<file path="src/sv/dsh_pkg.sv">
// ----------------------------------------------------------------------------
// dsh_pkg
// Shared constants, field widths and codes of the deadband sample history.
// ----------------------------------------------------------------------------
`default_nettype none

package dsh_pkg;

    // History ring storage; depth must stay a power of two for ring wrap
    localparam int HISTORY_DEPTH = 32;
    localparam int ADDR_W        = $clog2(HISTORY_DEPTH);
    localparam int COUNT_W       = $clog2(HISTORY_DEPTH + 1);

    // Deepest difference test
    localparam int MAX_COMPARE   = 8;
    localparam int CMP_W         = $clog2(MAX_COMPARE + 1);

    // Field widths
    localparam int TIME_W        = 32;
    localparam int VALUE_W       = 24;
    localparam int STEP_W        = 23;
    localparam int DEPTH_W       = 4;
    localparam int INDEX_W       = 5;
    localparam int STATUS_W      = 3;
    localparam int DIFF_W        = VALUE_W + 1;
    localparam int THR_W         = STEP_W + CMP_W;
    localparam int ENTRY_W       = TIME_W + VALUE_W;

    // Stream payload widths
    localparam int S_TDATA_W     = 64;
    localparam int M_TDATA_W     = 64;

    // Configuration port
    localparam int PADDR_W       = 4;
    localparam int PDATA_W       = 32;

    localparam logic [1:0] REG_MIN_TIMESTAMP = 2'd0;
    localparam logic [1:0] REG_MAX_GAP       = 2'd1;
    localparam logic [1:0] REG_IGNORED_STEP  = 2'd2;
    localparam logic [1:0] REG_COMPARE_DEPTH = 2'd3;

    localparam logic [TIME_W-1:0]  MIN_TIMESTAMP_RST = 32'd0;
    localparam logic [TIME_W-1:0]  MAX_GAP_RST       = 32'd3600;
    localparam logic [STEP_W-1:0]  IGNORED_STEP_RST  = 23'd10;
    localparam logic [DEPTH_W-1:0] COMPARE_DEPTH_RST = 4'd3;

    // Commands
    localparam logic CMD_ADD  = 1'b0;
    localparam logic CMD_READ = 1'b1;

    // Result status codes
    localparam logic [STATUS_W-1:0] ST_REJECTED  = 3'd0;
    localparam logic [STATUS_W-1:0] ST_REPLACED  = 3'd1;
    localparam logic [STATUS_W-1:0] ST_APPENDED  = 3'd2;
    localparam logic [STATUS_W-1:0] ST_DROPPED   = 3'd3;
    localparam logic [STATUS_W-1:0] ST_READ_OK   = 3'd4;
    localparam logic [STATUS_W-1:0] ST_READ_MISS = 3'd5;

endpackage

`default_nettype wire

</file>
<file path="src/sv/dsh_ram.sv">
// ----------------------------------------------------------------------------
// dsh_ram
// Generic single-write, single-read RAM with a registered read port.
// ----------------------------------------------------------------------------
`default_nettype none

module dsh_ram #(
    parameter int WIDTH = 8,
    parameter int DEPTH = 32
) (
    input  wire logic                     clk,
    input  wire logic                     we,
    input  wire logic [$clog2(DEPTH)-1:0] waddr,
    input  wire logic [WIDTH-1:0]         wdata,
    input  wire logic [$clog2(DEPTH)-1:0] raddr,
    output logic      [WIDTH-1:0]         rdata
);

    logic [WIDTH-1:0] mem [DEPTH];

    always_ff @(posedge clk)
    begin
        if (we)
        begin
            mem[waddr] <= wdata;
        end
        rdata <= mem[raddr];
    end

endmodule

`default_nettype wire

</file>
<file path="src/sv/deadband_sample_history.sv">
// Every item passes S_START; a read that hits then S_RDATA and S_DONE, a miss or a
// rejected add S_DONE, an add with under two entries held S_WRITE and S_DONE, else
// S_GAP, S_SCAN with one RAM read per entry compared (0 to 8), S_WRITE and S_DONE.
// Throughput: one item at a time; the next beat is taken the cycle after the
// result is parked in the output register, and a stalled result holds input.
// Reset: config returns to defaults, the history is empty; the RAM is not cleared.
// ----------------------------------------------------------------------------
// deadband_sample_history
// Bounded ring of timestamped samples with deadband compression and readback.
// ----------------------------------------------------------------------------
`default_nettype none

module deadband_sample_history (
    input  wire logic                          clk,
    input  wire logic                          rst_n,
    // sample_time[31:0], sample_value[55:32], read_index[60:56], zero pad
    input  wire logic [dsh_pkg::S_TDATA_W-1:0] s_tdata,
    // cmd[0]
    input  wire logic                          s_tuser,
    input  wire logic                          s_tvalid,
    output logic                               s_tready,
    // entry_count[5:0], entry_time[37:6], entry_value[61:38], zero pad
    output logic      [dsh_pkg::M_TDATA_W-1:0] m_tdata,
    // status[2:0]
    output logic      [dsh_pkg::STATUS_W-1:0]  m_tuser,
    output logic                               m_tvalid,
    input  wire logic                          m_tready,
    input  wire logic                          psel,
    input  wire logic                          penable,
    input  wire logic                          pwrite,
    input  wire logic [dsh_pkg::PADDR_W-1:0]   paddr,
    input  wire logic [dsh_pkg::PDATA_W-1:0]   pwdata,
    output logic      [dsh_pkg::PDATA_W-1:0]   prdata,
    output logic                               pready
);

    import dsh_pkg::*;

    typedef enum logic [2:0] {
        S_IDLE,
        S_START,
        S_GAP,
        S_SCAN,
        S_RDATA,
        S_WRITE,
        S_DONE
    } state_t;

    state_t                      state_reg;

    // Configuration
    logic [TIME_W-1:0]           min_ts_reg;
    logic [TIME_W-1:0]           max_gap_reg;
    logic [STEP_W-1:0]           step_reg;
    logic [DEPTH_W-1:0]          depth_reg;

    // History bookkeeping
    logic [ADDR_W-1:0]           oldest_reg;
    logic [COUNT_W-1:0]          held_reg;

    // Latched input beat
    logic                        in_cmd_reg;
    logic [TIME_W-1:0]           in_time_reg;
    logic signed [VALUE_W-1:0]   in_value_reg;
    logic [INDEX_W-1:0]          in_index_reg;

    // Scan state
    logic [CMP_W-1:0]            cmp_idx_reg;
    logic [THR_W-1:0]            thr_reg;
    logic                        replace_reg;

    // Pending result and output register
    logic [STATUS_W-1:0]         res_status_reg;
    logic [TIME_W-1:0]           res_time_reg;
    logic [VALUE_W-1:0]          res_value_reg;
    logic                        m_tvalid_reg;
    logic [STATUS_W-1:0]         m_status_reg;
    logic [COUNT_W-1:0]          m_count_reg;
    logic [TIME_W-1:0]           m_time_reg;
    logic [VALUE_W-1:0]          m_value_reg;

    // RAM port
    logic                        ram_we;
    logic [ADDR_W-1:0]           ram_waddr;
    logic [ADDR_W-1:0]           ram_raddr;
    logic [ENTRY_W-1:0]          ram_rdata;
    logic [TIME_W-1:0]           rd_time;
    logic signed [VALUE_W-1:0]   rd_value;

    // Datapath helpers
    logic                        cfg_write;
    logic [CMP_W-1:0]            depth_eff;
    logic [ADDR_W-1:0]           newest1_slot;
    logic [ADDR_W-1:0]           newest2_slot;
    logic [ADDR_W-1:0]           scan_next_slot;
    logic [ADDR_W-1:0]           tail_slot;
    logic [ADDR_W-1:0]           read_slot;
    logic [TIME_W-1:0]           gap;
    logic signed [DIFF_W-1:0]    diff;
    logic [DIFF_W-1:0]           abs_diff;
    logic                        diff_hit;
    logic                        scan_last;
    logic                        read_hit;
    logic                        out_free;

    assign rd_time  = ram_rdata[ENTRY_W-1:VALUE_W];
    assign rd_value = ram_rdata[VALUE_W-1:0];

    // Ring slots; the held count wraps with the ring at full depth
    assign tail_slot      = oldest_reg + held_reg[ADDR_W-1:0];
    assign newest1_slot   = tail_slot - ADDR_W'(1);
    assign newest2_slot   = tail_slot - ADDR_W'(2);
    assign scan_next_slot = tail_slot - ADDR_W'(cmp_idx_reg) - ADDR_W'(1);
    assign read_slot      = oldest_reg + ADDR_W'(in_index_reg);

    assign depth_eff = (32'(depth_reg) > 32'(MAX_COMPARE)) ? CMP_W'(MAX_COMPARE)
                                                            : CMP_W'(depth_reg);

    assign gap      = in_time_reg - rd_time;
    assign diff     = DIFF_W'(in_value_reg) - DIFF_W'(rd_value);
    assign abs_diff = diff[DIFF_W-1] ? DIFF_W'(-diff) : DIFF_W'(diff);
    assign diff_hit = 32'(abs_diff) >= 32'(thr_reg);
    assign scan_last = (cmp_idx_reg == depth_eff)
                    || (COUNT_W'(cmp_idx_reg) == held_reg);
    assign read_hit = COUNT_W'(in_index_reg) < held_reg;
    assign out_free = !m_tvalid_reg || m_tready;

    always_comb
    begin
        ram_we    = 1'b0;
        ram_waddr = tail_slot;
        ram_raddr = newest1_slot;
        case (state_reg)
            S_START:
            begin
                ram_raddr = (in_cmd_reg == CMD_READ) ? read_slot : newest2_slot;
            end
            S_GAP:
            begin
                ram_raddr = newest1_slot;
            end
            S_SCAN:
            begin
                ram_raddr = scan_next_slot;
            end
            S_WRITE:
            begin
                ram_we = 1'b1;
                if (replace_reg)
                begin
                    ram_waddr = newest1_slot;
                end
                else if (held_reg < COUNT_W'(HISTORY_DEPTH))
                begin
                    ram_waddr = tail_slot;
                end
                else
                begin
                    ram_waddr = oldest_reg;
                end
            end
            default:
            begin
                ram_we = 1'b0;
            end
        endcase
    end

    dsh_ram #(
        .WIDTH (ENTRY_W),
        .DEPTH (HISTORY_DEPTH)
    ) u_ram (
        .clk   (clk),
        .we    (ram_we),
        .waddr (ram_waddr),
        .wdata ({in_time_reg, in_value_reg}),
        .raddr (ram_raddr),
        .rdata (ram_rdata)
    );

    // Configuration port
    assign pready    = 1'b1;
    assign cfg_write = psel && penable && pwrite && pready;

    always_comb
    begin
        case (paddr[3:2])
            REG_MIN_TIMESTAMP: prdata = min_ts_reg;
            REG_MAX_GAP:       prdata = max_gap_reg;
            REG_IGNORED_STEP:  prdata = PDATA_W'(step_reg);
            REG_COMPARE_DEPTH: prdata = PDATA_W'(depth_reg);
            default:           prdata = '0;
        endcase
    end

    always_ff @(posedge clk or negedge rst_n)
    begin
        if (!rst_n)
        begin
            min_ts_reg  <= MIN_TIMESTAMP_RST;
            max_gap_reg <= MAX_GAP_RST;
            step_reg    <= IGNORED_STEP_RST;
            depth_reg   <= COMPARE_DEPTH_RST;
        end
        else if (cfg_write)
        begin
            case (paddr[3:2])
                REG_MIN_TIMESTAMP: min_ts_reg  <= pwdata;
                REG_MAX_GAP:       max_gap_reg <= pwdata;
                REG_IGNORED_STEP:  step_reg    <= pwdata[STEP_W-1:0];
                REG_COMPARE_DEPTH: depth_reg   <= pwdata[DEPTH_W-1:0];
                default:           min_ts_reg  <= min_ts_reg;
            endcase
        end
    end

    // Sequencer
    always_ff @(posedge clk or negedge rst_n)
    begin
        if (!rst_n)
        begin
            state_reg      <= S_IDLE;
            oldest_reg     <= '0;
            held_reg       <= '0;
            in_cmd_reg     <= CMD_ADD;
            in_time_reg    <= '0;
            in_value_reg   <= '0;
            in_index_reg   <= '0;
            cmp_idx_reg    <= '0;
            thr_reg        <= '0;
            replace_reg    <= 1'b0;
            res_status_reg <= ST_REJECTED;
            res_time_reg   <= '0;
            res_value_reg  <= '0;
            m_tvalid_reg   <= 1'b0;
            m_status_reg   <= ST_REJECTED;
            m_count_reg    <= '0;
            m_time_reg     <= '0;
            m_value_reg    <= '0;
        end
        else
        begin
            // S_DONE reloads the output register itself
            if (m_tvalid_reg && m_tready && (state_reg != S_DONE))
            begin
                m_tvalid_reg <= 1'b0;
            end

            case (state_reg)
                S_IDLE:
                begin
                    if (s_tvalid)
                    begin
                        in_cmd_reg   <= s_tuser;
                        in_time_reg  <= s_tdata[31:0];
                        in_value_reg <= s_tdata[55:32];
                        in_index_reg <= s_tdata[60:56];
                        state_reg    <= S_START;
                    end
                end
                S_START:
                begin
                    res_time_reg  <= '0;
                    res_value_reg <= '0;
                    if (in_cmd_reg == CMD_READ)
                    begin
                        if (read_hit)
                        begin
                            state_reg <= S_RDATA;
                        end
                        else
                        begin
                            res_status_reg <= ST_READ_MISS;
                            state_reg      <= S_DONE;
                        end
                    end
                    else if (in_time_reg < min_ts_reg)
                    begin
                        res_status_reg <= ST_REJECTED;
                        state_reg      <= S_DONE;
                    end
                    else if (held_reg < COUNT_W'(2))
                    begin
                        replace_reg <= 1'b0;
                        state_reg   <= S_WRITE;
                    end
                    else
                    begin
                        state_reg <= S_GAP;
                    end
                end
                S_GAP:
                begin
                    // RAM holds the second-newest entry; newest is being fetched
                    cmp_idx_reg <= CMP_W'(1);
                    thr_reg     <= THR_W'(step_reg);
                    if (gap >= max_gap_reg)
                    begin
                        replace_reg <= 1'b0;
                        state_reg   <= S_WRITE;
                    end
                    else if (depth_eff == '0)
                    begin
                        replace_reg <= 1'b1;
                        state_reg   <= S_WRITE;
                    end
                    else
                    begin
                        state_reg <= S_SCAN;
                    end
                end
                S_SCAN:
                begin
                    if (diff_hit)
                    begin
                        replace_reg <= 1'b0;
                        state_reg   <= S_WRITE;
                    end
                    else if (scan_last)
                    begin
                        replace_reg <= 1'b1;
                        state_reg   <= S_WRITE;
                    end
                    else
                    begin
                        cmp_idx_reg <= cmp_idx_reg + CMP_W'(1);
                        thr_reg     <= thr_reg + THR_W'(step_reg);
                    end
                end
                S_RDATA:
                begin
                    res_status_reg <= ST_READ_OK;
                    res_time_reg   <= rd_time;
                    res_value_reg  <= rd_value;
                    state_reg      <= S_DONE;
                end
                S_WRITE:
                begin
                    if (replace_reg)
                    begin
                        res_status_reg <= ST_REPLACED;
                    end
                    else if (held_reg < COUNT_W'(HISTORY_DEPTH))
                    begin
                        held_reg       <= held_reg + COUNT_W'(1);
                        res_status_reg <= ST_APPENDED;
                    end
                    else
                    begin
                        // Drop the oldest entry to make room
                        oldest_reg     <= oldest_reg + ADDR_W'(1);
                        res_status_reg <= ST_DROPPED;
                    end
                    state_reg <= S_DONE;
                end
                S_DONE:
                begin
                    if (out_free)
                    begin
                        m_tvalid_reg <= 1'b1;
                        m_status_reg <= res_status_reg;
                        m_count_reg  <= held_reg;
                        m_time_reg   <= res_time_reg;
                        m_value_reg  <= res_value_reg;
                        state_reg    <= S_IDLE;
                    end
                end
                default:
                begin
                    state_reg <= S_IDLE;
                end
            endcase
        end
    end

    assign s_tready = (state_reg == S_IDLE);
    assign m_tvalid = m_tvalid_reg;
    assign m_tuser  = m_status_reg;
    assign m_tdata  = {{(M_TDATA_W - COUNT_W - TIME_W - VALUE_W){1'b0}},
                       m_value_reg, m_time_reg, m_count_reg};

endmodule

`default_nettype wire

</file>
<file path="config.mk">
export PLATFORM = sky130hd
export DESIGN_NAME = deadband_sample_history
export DESIGN_NICKNAME = d
export VERILOG_FILES = /design/src/sv/dsh_pkg.sv /design/src/sv/dsh_ram.sv /design/src/sv/deadband_sample_history.sv
export SDC_FILE = /design/constraint.sdc
export NUM_CORES = 2
export LEC_CHECK = 0
export BUFFER_PORTS_ARGS = -buffer_cell sky130_fd_sc_hd__clkbuf_2
export CORE_ASPECT_RATIO = 0.6
export CORE_MARGIN = 2
export CORE_UTILIZATION = 45
export DETAILED_ROUTE_END_ITERATION = 7
export RECOVER_POWER = 100
export SLEW_MARGIN = 5
export SYNTH_ARGS = -nofsm -noshare
export SYNTH_HDL_FRONTEND = slang
export SYNTH_SLANG_ARGS = --single-unit
</file>
<file path="constraint.sdc">
create_clock -name clk -period 6 [get_ports clk]
set_input_delay 0.6 -clock clk [delete_from_list [all_inputs] [get_ports clk]]
set_output_delay 0.6 -clock clk [all_outputs]
set_load 0.02 [all_outputs]
</file>
# After elaboration in Yosys (flattened, before gate mapping)
# Memory sizes are Yosys's and may differ from the RTL's. A register that Yosys moved wholly into a read port is not among the register bits.
# Cells that the tools add are included.
[op_classes]
reduce_logical = 27
addsub = 13
bitwise_logic = 2
eq_ne = 23
magnitude_cmp = 7
mux = 47
[ops]
columns = ["cell", "count"]
rows = [
  ["case mux 32 bit (4 select lines)", 1],
  ["case mux 32 bit (2 select lines)", 1],
  ["two-way mux 27 bit", 2],
  ["case mux 27 bit (2 select lines)", 1],
  ["case mux 24 bit (2 select lines)", 1],
  ["two-way mux 3 bit", 12],
  ["greater-or-equal comparator 32 bit", 1],
  ["< comparator 32 bit", 1],
  ["subtractor 32 bit", 1],
  ["adder 27 x 23 -> 27 bit", 1],
  ["greater-or-equal comparator 25 x 27 -> 1 bit", 1],
  ["two-way mux 25 bit", 1],
  ["negator 25 bit", 1],
  ["subtractor 24 x 24 -> 25 bit", 1],
  ["two-way mux 5 bit", 4],
  ["case mux 3 bit (6 select lines)", 1],
  ["!= test 3 bit, second input constant", 5],
  ["AND reduction 3 bit", 5],
  ["two-way mux 1 bit", 14],
  ["!= test 2 bit, second input constant", 7],
  ["two-way mux 4 bit", 3],
  ["AND reduction 2 bit", 6],
  ["adder 5 bit", 2],
  ["case mux 5 bit (2 select lines)", 1],
  ["32 further kinds", 45],
]
[word_totals]
memories = 1
in_bits = 108
reg_bits = 324
mem_bits_rw = 1792
wordCells = 142
output_inout_bits = 102
[mem_list]
columns = ["name", "words", "word_bits", "read_ports", "rd_clocked_by_memory_dff", "write_ports", "line_no", "rtl"]
rows = [
  ["u_ram.mem", 32, 56, 1, 1, 1, "dsh_ram.sv:19", "logic [WIDTH-1:0] mem [DEPTH];"],
]

# Depth between registers and ports, before layout
[depth]
depth_word = 7
mapped_depth = 25
ltp_nobuf = 24

# Hierarchy
# From an unflattened synthesis, not the netlist that was laid out.
[unflattened]
cells_unflattened = 5981
area_unflattened_um2 = 91454.0
[by_module_without_submodules]
columns = ["mod", "instances", "seq_area_each_um2", "cells_each", "area_per_inst_um2"]
rows = [
  ["dsh_ram", 1, 54932.7, 3917, 70794.1],
  ["deadband_sample_history", 1, 8117.8, 2064, 20659.8],
]

# Least setup slack after synthesis
# OpenSTA, ideal clock, no wires.
[synth_path]
path_type = "register to register"
from = "reg in_value_reg[0]"
to = "reg replace_reg"
path_buffers = 0
stages_incl_launch_ff = 22
t_arrival_ps = 5695
path_slack_ps = 177
t_required_ps = 5872
period_less_slack_ps = 5823
setup_time_ps = 128
cell_sequence = "dfrtp_1 inv_1 ha_1 fa_1 nor2b_1 o2111ai_1 a31oi_1 xor2_1 or4_1 or4_4 nor4_2 a31oi_1 xor2_1 ha_1 nand3_1 or3_1 nor2_1 o211ai_1 a31oi_2 nor2_1 nor4_1 mux2_1"
[synth_via]
elab_chain_cells = 6
elab_cells_between_ends = 8
cone_classes = "add/sub (2); order compare (1); eq/ne (1); mux (3); reduce/logical (1)"
[synth_lines]
columns = ["element", "line_no", "rtl"]
rows = [
  ["start: declaration", "deadband_sample_history.sv:64", "logic signed [VALUE_W-1:0] in_value_reg;"],
  ["start signal: assignment", "deadband_sample_history.sv:256", "in_value_reg <= s_tdata[55:32];"],
  ["subtractor 24 x 24 -> 25 bit *", "deadband_sample_history.sv:120", "assign diff = DIFF_W'(in_value_reg) - DIFF_W'(rd_value);"],
  ["negator 25 bit", "deadband_sample_history.sv:121", "assign abs_diff = diff[DIFF_W-1] ? DIFF_W'(-diff) : DIFF_W'(diff);"],
  ["two-way mux 25 bit *", "deadband_sample_history.sv:121", ""],
  ["greater-or-equal comparator 25 x 27 -> 1 bit *", "deadband_sample_history.sv:122", "assign diff_hit = 32'(abs_diff) >= 32'(thr_reg);"],
  ["!= test 3 bit (no line) or two-way mux 1 bit (tied branches)", "--", ""],
  ["AND reduction 6 bit (no line) or case mux 1 bit (3 select lines) (tied branches)", "--", ""],
  ["end signal: assignment", "deadband_sample_history.sv:231", "replace_reg <= 1'b0;"],
  ["end signal: assignment", "deadband_sample_history.sv:284", "replace_reg <= 1'b0;"],
  ["end signal: assignment", "deadband_sample_history.sv:299", "replace_reg <= 1'b0;"],
  ["end: declaration", "deadband_sample_history.sv:70", "logic replace_reg;"],
]
# Every way passes the cells marked *; elsewhere a longest branch is shown, timed or not.
# A chain may end at the register's enable or synchronous reset.

# Final worst setup path
[layout_path]
from = "reg oldest_reg[0]"
to = "mem u_ram.mem[19][26] in the netlist's numbering, enable pin"
[layout_via]
elab_chain_cells = 4
elab_cells_between_ends = 5
cone_classes = "add/sub (2); mux (3)"
[layout_lines]
columns = ["element", "line_no", "rtl"]
rows = [
  ["start: declaration", "deadband_sample_history.sv:58", "logic [ADDR_W-1:0] oldest_reg;"],
  ["start signal: assignment", "deadband_sample_history.sv:351", "oldest_reg <= oldest_reg + ADDR_W'(1);"],
  ["adder 5 bit", "deadband_sample_history.sv:110", "assign tail_slot = oldest_reg + held_reg[ADDR_W-1:0];"],
  ["subtractor 5 x 1 -> 5 bit or two-way mux 5 bit (tied branches)", "deadband_sample_history.sv:111, deadband_sample_history.sv:153", ""],
  ["two-way mux 5 bit", "deadband_sample_history.sv:149", "if (replace_reg)"],
  ["two-way mux 5 bit *", "deadband_sample_history.sv:133", "case (state_reg)"],
  ["end: declaration", "dsh_ram.sv:19", ""],
]
# Marked as above.

==> results_dict.tcl <==
set metrics [dict create \
    top_regs "u_ram.mem (1792), u_ram.rdata (56)" \
    cts_tree "done" \
    routed_wl_mm 271 \
    period_share_pct 96.6 \
    max-slew-margin-rel_pct -182 \
    num-fill-cells 17200 \
    worst_setup_path_end_kind "register" \
    use_met2_pct 37.3 \
    area_growth_pct 12.6 \
    drc_errors 0 \
    yosys.area.top_type_share_pct 58.2 \
    vias_per_cell 5.89 \
    clk_pin_slew_ps 70 \
    top_level_ports 210 \
    finalSetupTns_ps 0 \
    synthCells 6946 \
    fp.dieH_microns 355 \
    ys_seq_elements 2172 \
    fmax_mhz 173 \
    syn_area_sq_um 92400 \
    htree_levels 4 \
    report.final.slew_viol_count 2500 \
    top_register "u_ram.mem" \
    final_cell_mix "edfxtp_1 (1792), nand2_1 (1042), a211oi_1 (634)" \
    nets 7534 \
    grt_overflow_total 0 \
    skew_ps 39.1 \
    syn_area_per_cell_sq_um 13.3 \
    io_buffers 201 \
    drive_gt1_share_pct 11.0 \
    ys_seq_area_share_pct 68.2 \
    row_count 128 \
    worst_slew_pin_slew_ps 4230 \
    period_minus_slack_ps 5790 \
    path_max_fanout 17 \
    synth_largest_area_cell "edfxtp_1" \
    worstSetupPathType "reg2reg" \
    largest_reg_flops 1792 \
    grt_pass1_wl_mm 391 \
    initial_core_util_pct 45.4 \
    yosysUniqueCellTypes 84 \
    drt_iter0_markers 7111 \
    die_w_microns 589 \
    final_common_cell "edfxtp_1" \
    antenna_found_initial 14 \
    place_congestion 0.914 \
    grt_max_degree 141 \
    hold_violations 0 \
    finalSetupViolations 0 \
    maxCapViolations 71 \
    numCtsBuffers 196 \
    die_area_sq_um 209000 \
    cts-root-buf "clkbuf_16" \
    synth_warnings 0 \
    grt_use_met3_pct 4.80 \
    clockBufferDepth 4 \
    synth_area_leaders "edfxtp_1 (58%), dfrtp_1 (8.6%), a211oi_1 (5.2%)" \
    slowest_delay_ps 1060 \
    status "complete, but fails checks" \
    ys.flop_type "edfxtp_1" \
    cp.required_ps 6450 \
    cts.sinks 2172 \
    post_cts_buffers 0 \
    cp-start-kind "register" \
    violations "max-capacitance violations, max-slew violations" \
    synth_edf_count 1792 \
    grt_pass1_vias 56300 \
    insertion_delay_ps 850 \
    drtAntennaViolNets 0 \
    busiest_layer "met1" \
    wl_per_cell_microns 26.7 \
    crit_arrival_ps 6240 \
    cp_cell_sequence "ha_1 -> fa_1 -> inv_1 -> ha_1 -> o211ai_1 -> o21ai_0 -> o21ai_0 -> nand2b_1 -> or2_0 -> nor2_2 -> clkbuf_2" \
    grt_setup_unrepaired "false" \
    synthArstFlopShare_pct 14.9 \
    hp-class "in2reg" \
    grtUsageMet1_pct 39.0 \
    firstDrtPassIters 6 \
    slowest_stage "nor2_2" \
    grt_util_all_layers_pct 25.4 \
    core_sq_um 204000 \
    vias 59600 \
    dp_hpwl_mm 161 \
]
[critical path: cells and delay by family (launching register included)]
| kind | cells | cell delay (ps) |
|---|---|---|
| and+or+nand+nor | 3 | 1930 |
| adders and majority gates | 3 | 1220 |
| DFF | 1 | 500 |
| buffers and inverters | 2 | 960 |
| AOI/OAI and AO/OA | 3 | 720 |
[stage by stage]
| stage | instances | hold slack, ps | worst slack [ps] | util, % | instance area, sq um |
|---|---|---|---|---|---|
| floorplan | 6947 | 304 | 177 | - | 92400 |
| global placement | 9701 | 464 | 210 | 48.3 | 98400 |
| detailed placement | 9702 | 468 | 87.8 | 48.4 | 98400 |
| CTS | 10100 | 3.56 | 78.5 | 51.7 | 105000 |
| global route | 10100 | 16.2 | 14.9 | 51.1 | 104000 |
| finish | 10100 | 43.4 | 206 | 51.1 | 104000 |
[path summary, 6_finish.rpt]
kind                            startpoint  slack (ps)           endpoint  cells after the start
max                          oldest_reg[0]         210  u_ram.mem[19][26]                     11
min                            s_tdata[25]          40    in_time_reg[25]                      2
max reg2reg                  oldest_reg[0]         210  u_ram.mem[19][26]                     11
min reg2reg                u_ram.rdata[33]         490    res_time_reg[9]                      1
max in group asynchronous            rst_n        1090     m_time_reg[26]                      3
min in group asynchronous            rst_n        1820    in_time_reg[19]                      2
[logic make-up (layout without fill, tap and decap cells)]
logic type                 count (synthesis)  after routing  synth area share [%]
DFF                                     2172           2172                  68.2
xor gates and xnor gates                 116            116                  1.11
other                                      2              9               0.00813
and+or+nand+nor                         1788           1788                  8.92
AOI/OAI and AO/OA                       1800           1800                  13.6
adders and majority gates                195            195                  2.69
muxes                                    225            225                  2.74
buffers and inverters                    648           1083                  2.66
[area by class of cell]
class	instances	area [sq um]	share of cell area, %
Tap cell	2730	3420	3.28
Multi-Input combinational cell	4127	27200	26.1
Clock inverter	93	783	0.753
Sequential cell	2172	63100	60.6
Inverter	192	721	0.692
Antenna cell	6	15.0	0.0144
Timing Repair Buffer	542	3590	3.45
Clock buffer	256	5340	5.13
[synth_stat cells, types with 56 or more instances]
cell type	n
clkbuf_1	419
and2_0	85
dfrtp_1	316
dfxtp_1	56
o21ai_0	91
ha_1	189
inv_1	191
edfxtp_1	1792
and2_1	372
xnor2_1	77
a211oi_1	635
nor2_1	127
a21oi_1	286
a311oi_1	227
nand2_1	1043
a21o_1	116
a31oi_1	249
a22o_1	56
mux2_2	182
[per-layer routing]
layer  share of wire, %  vias up
met3                9.1      306
met4                2.5        2
met1                 45    30000
met5             0.0048        -
met2                 43     2498
li1                   -    26800
[what timing repair did]
action                                  in CTS  in global routing
endpoints found under the setup margin       0                 32
gates resized for setup                      0                 12
hold buffers                                61                  0
hold endpoints to repair                   127                  0
Power is left out: the tool's default activity adds up to more than one toggle a clock period on the data nets, which glitch-free logic cannot reach.
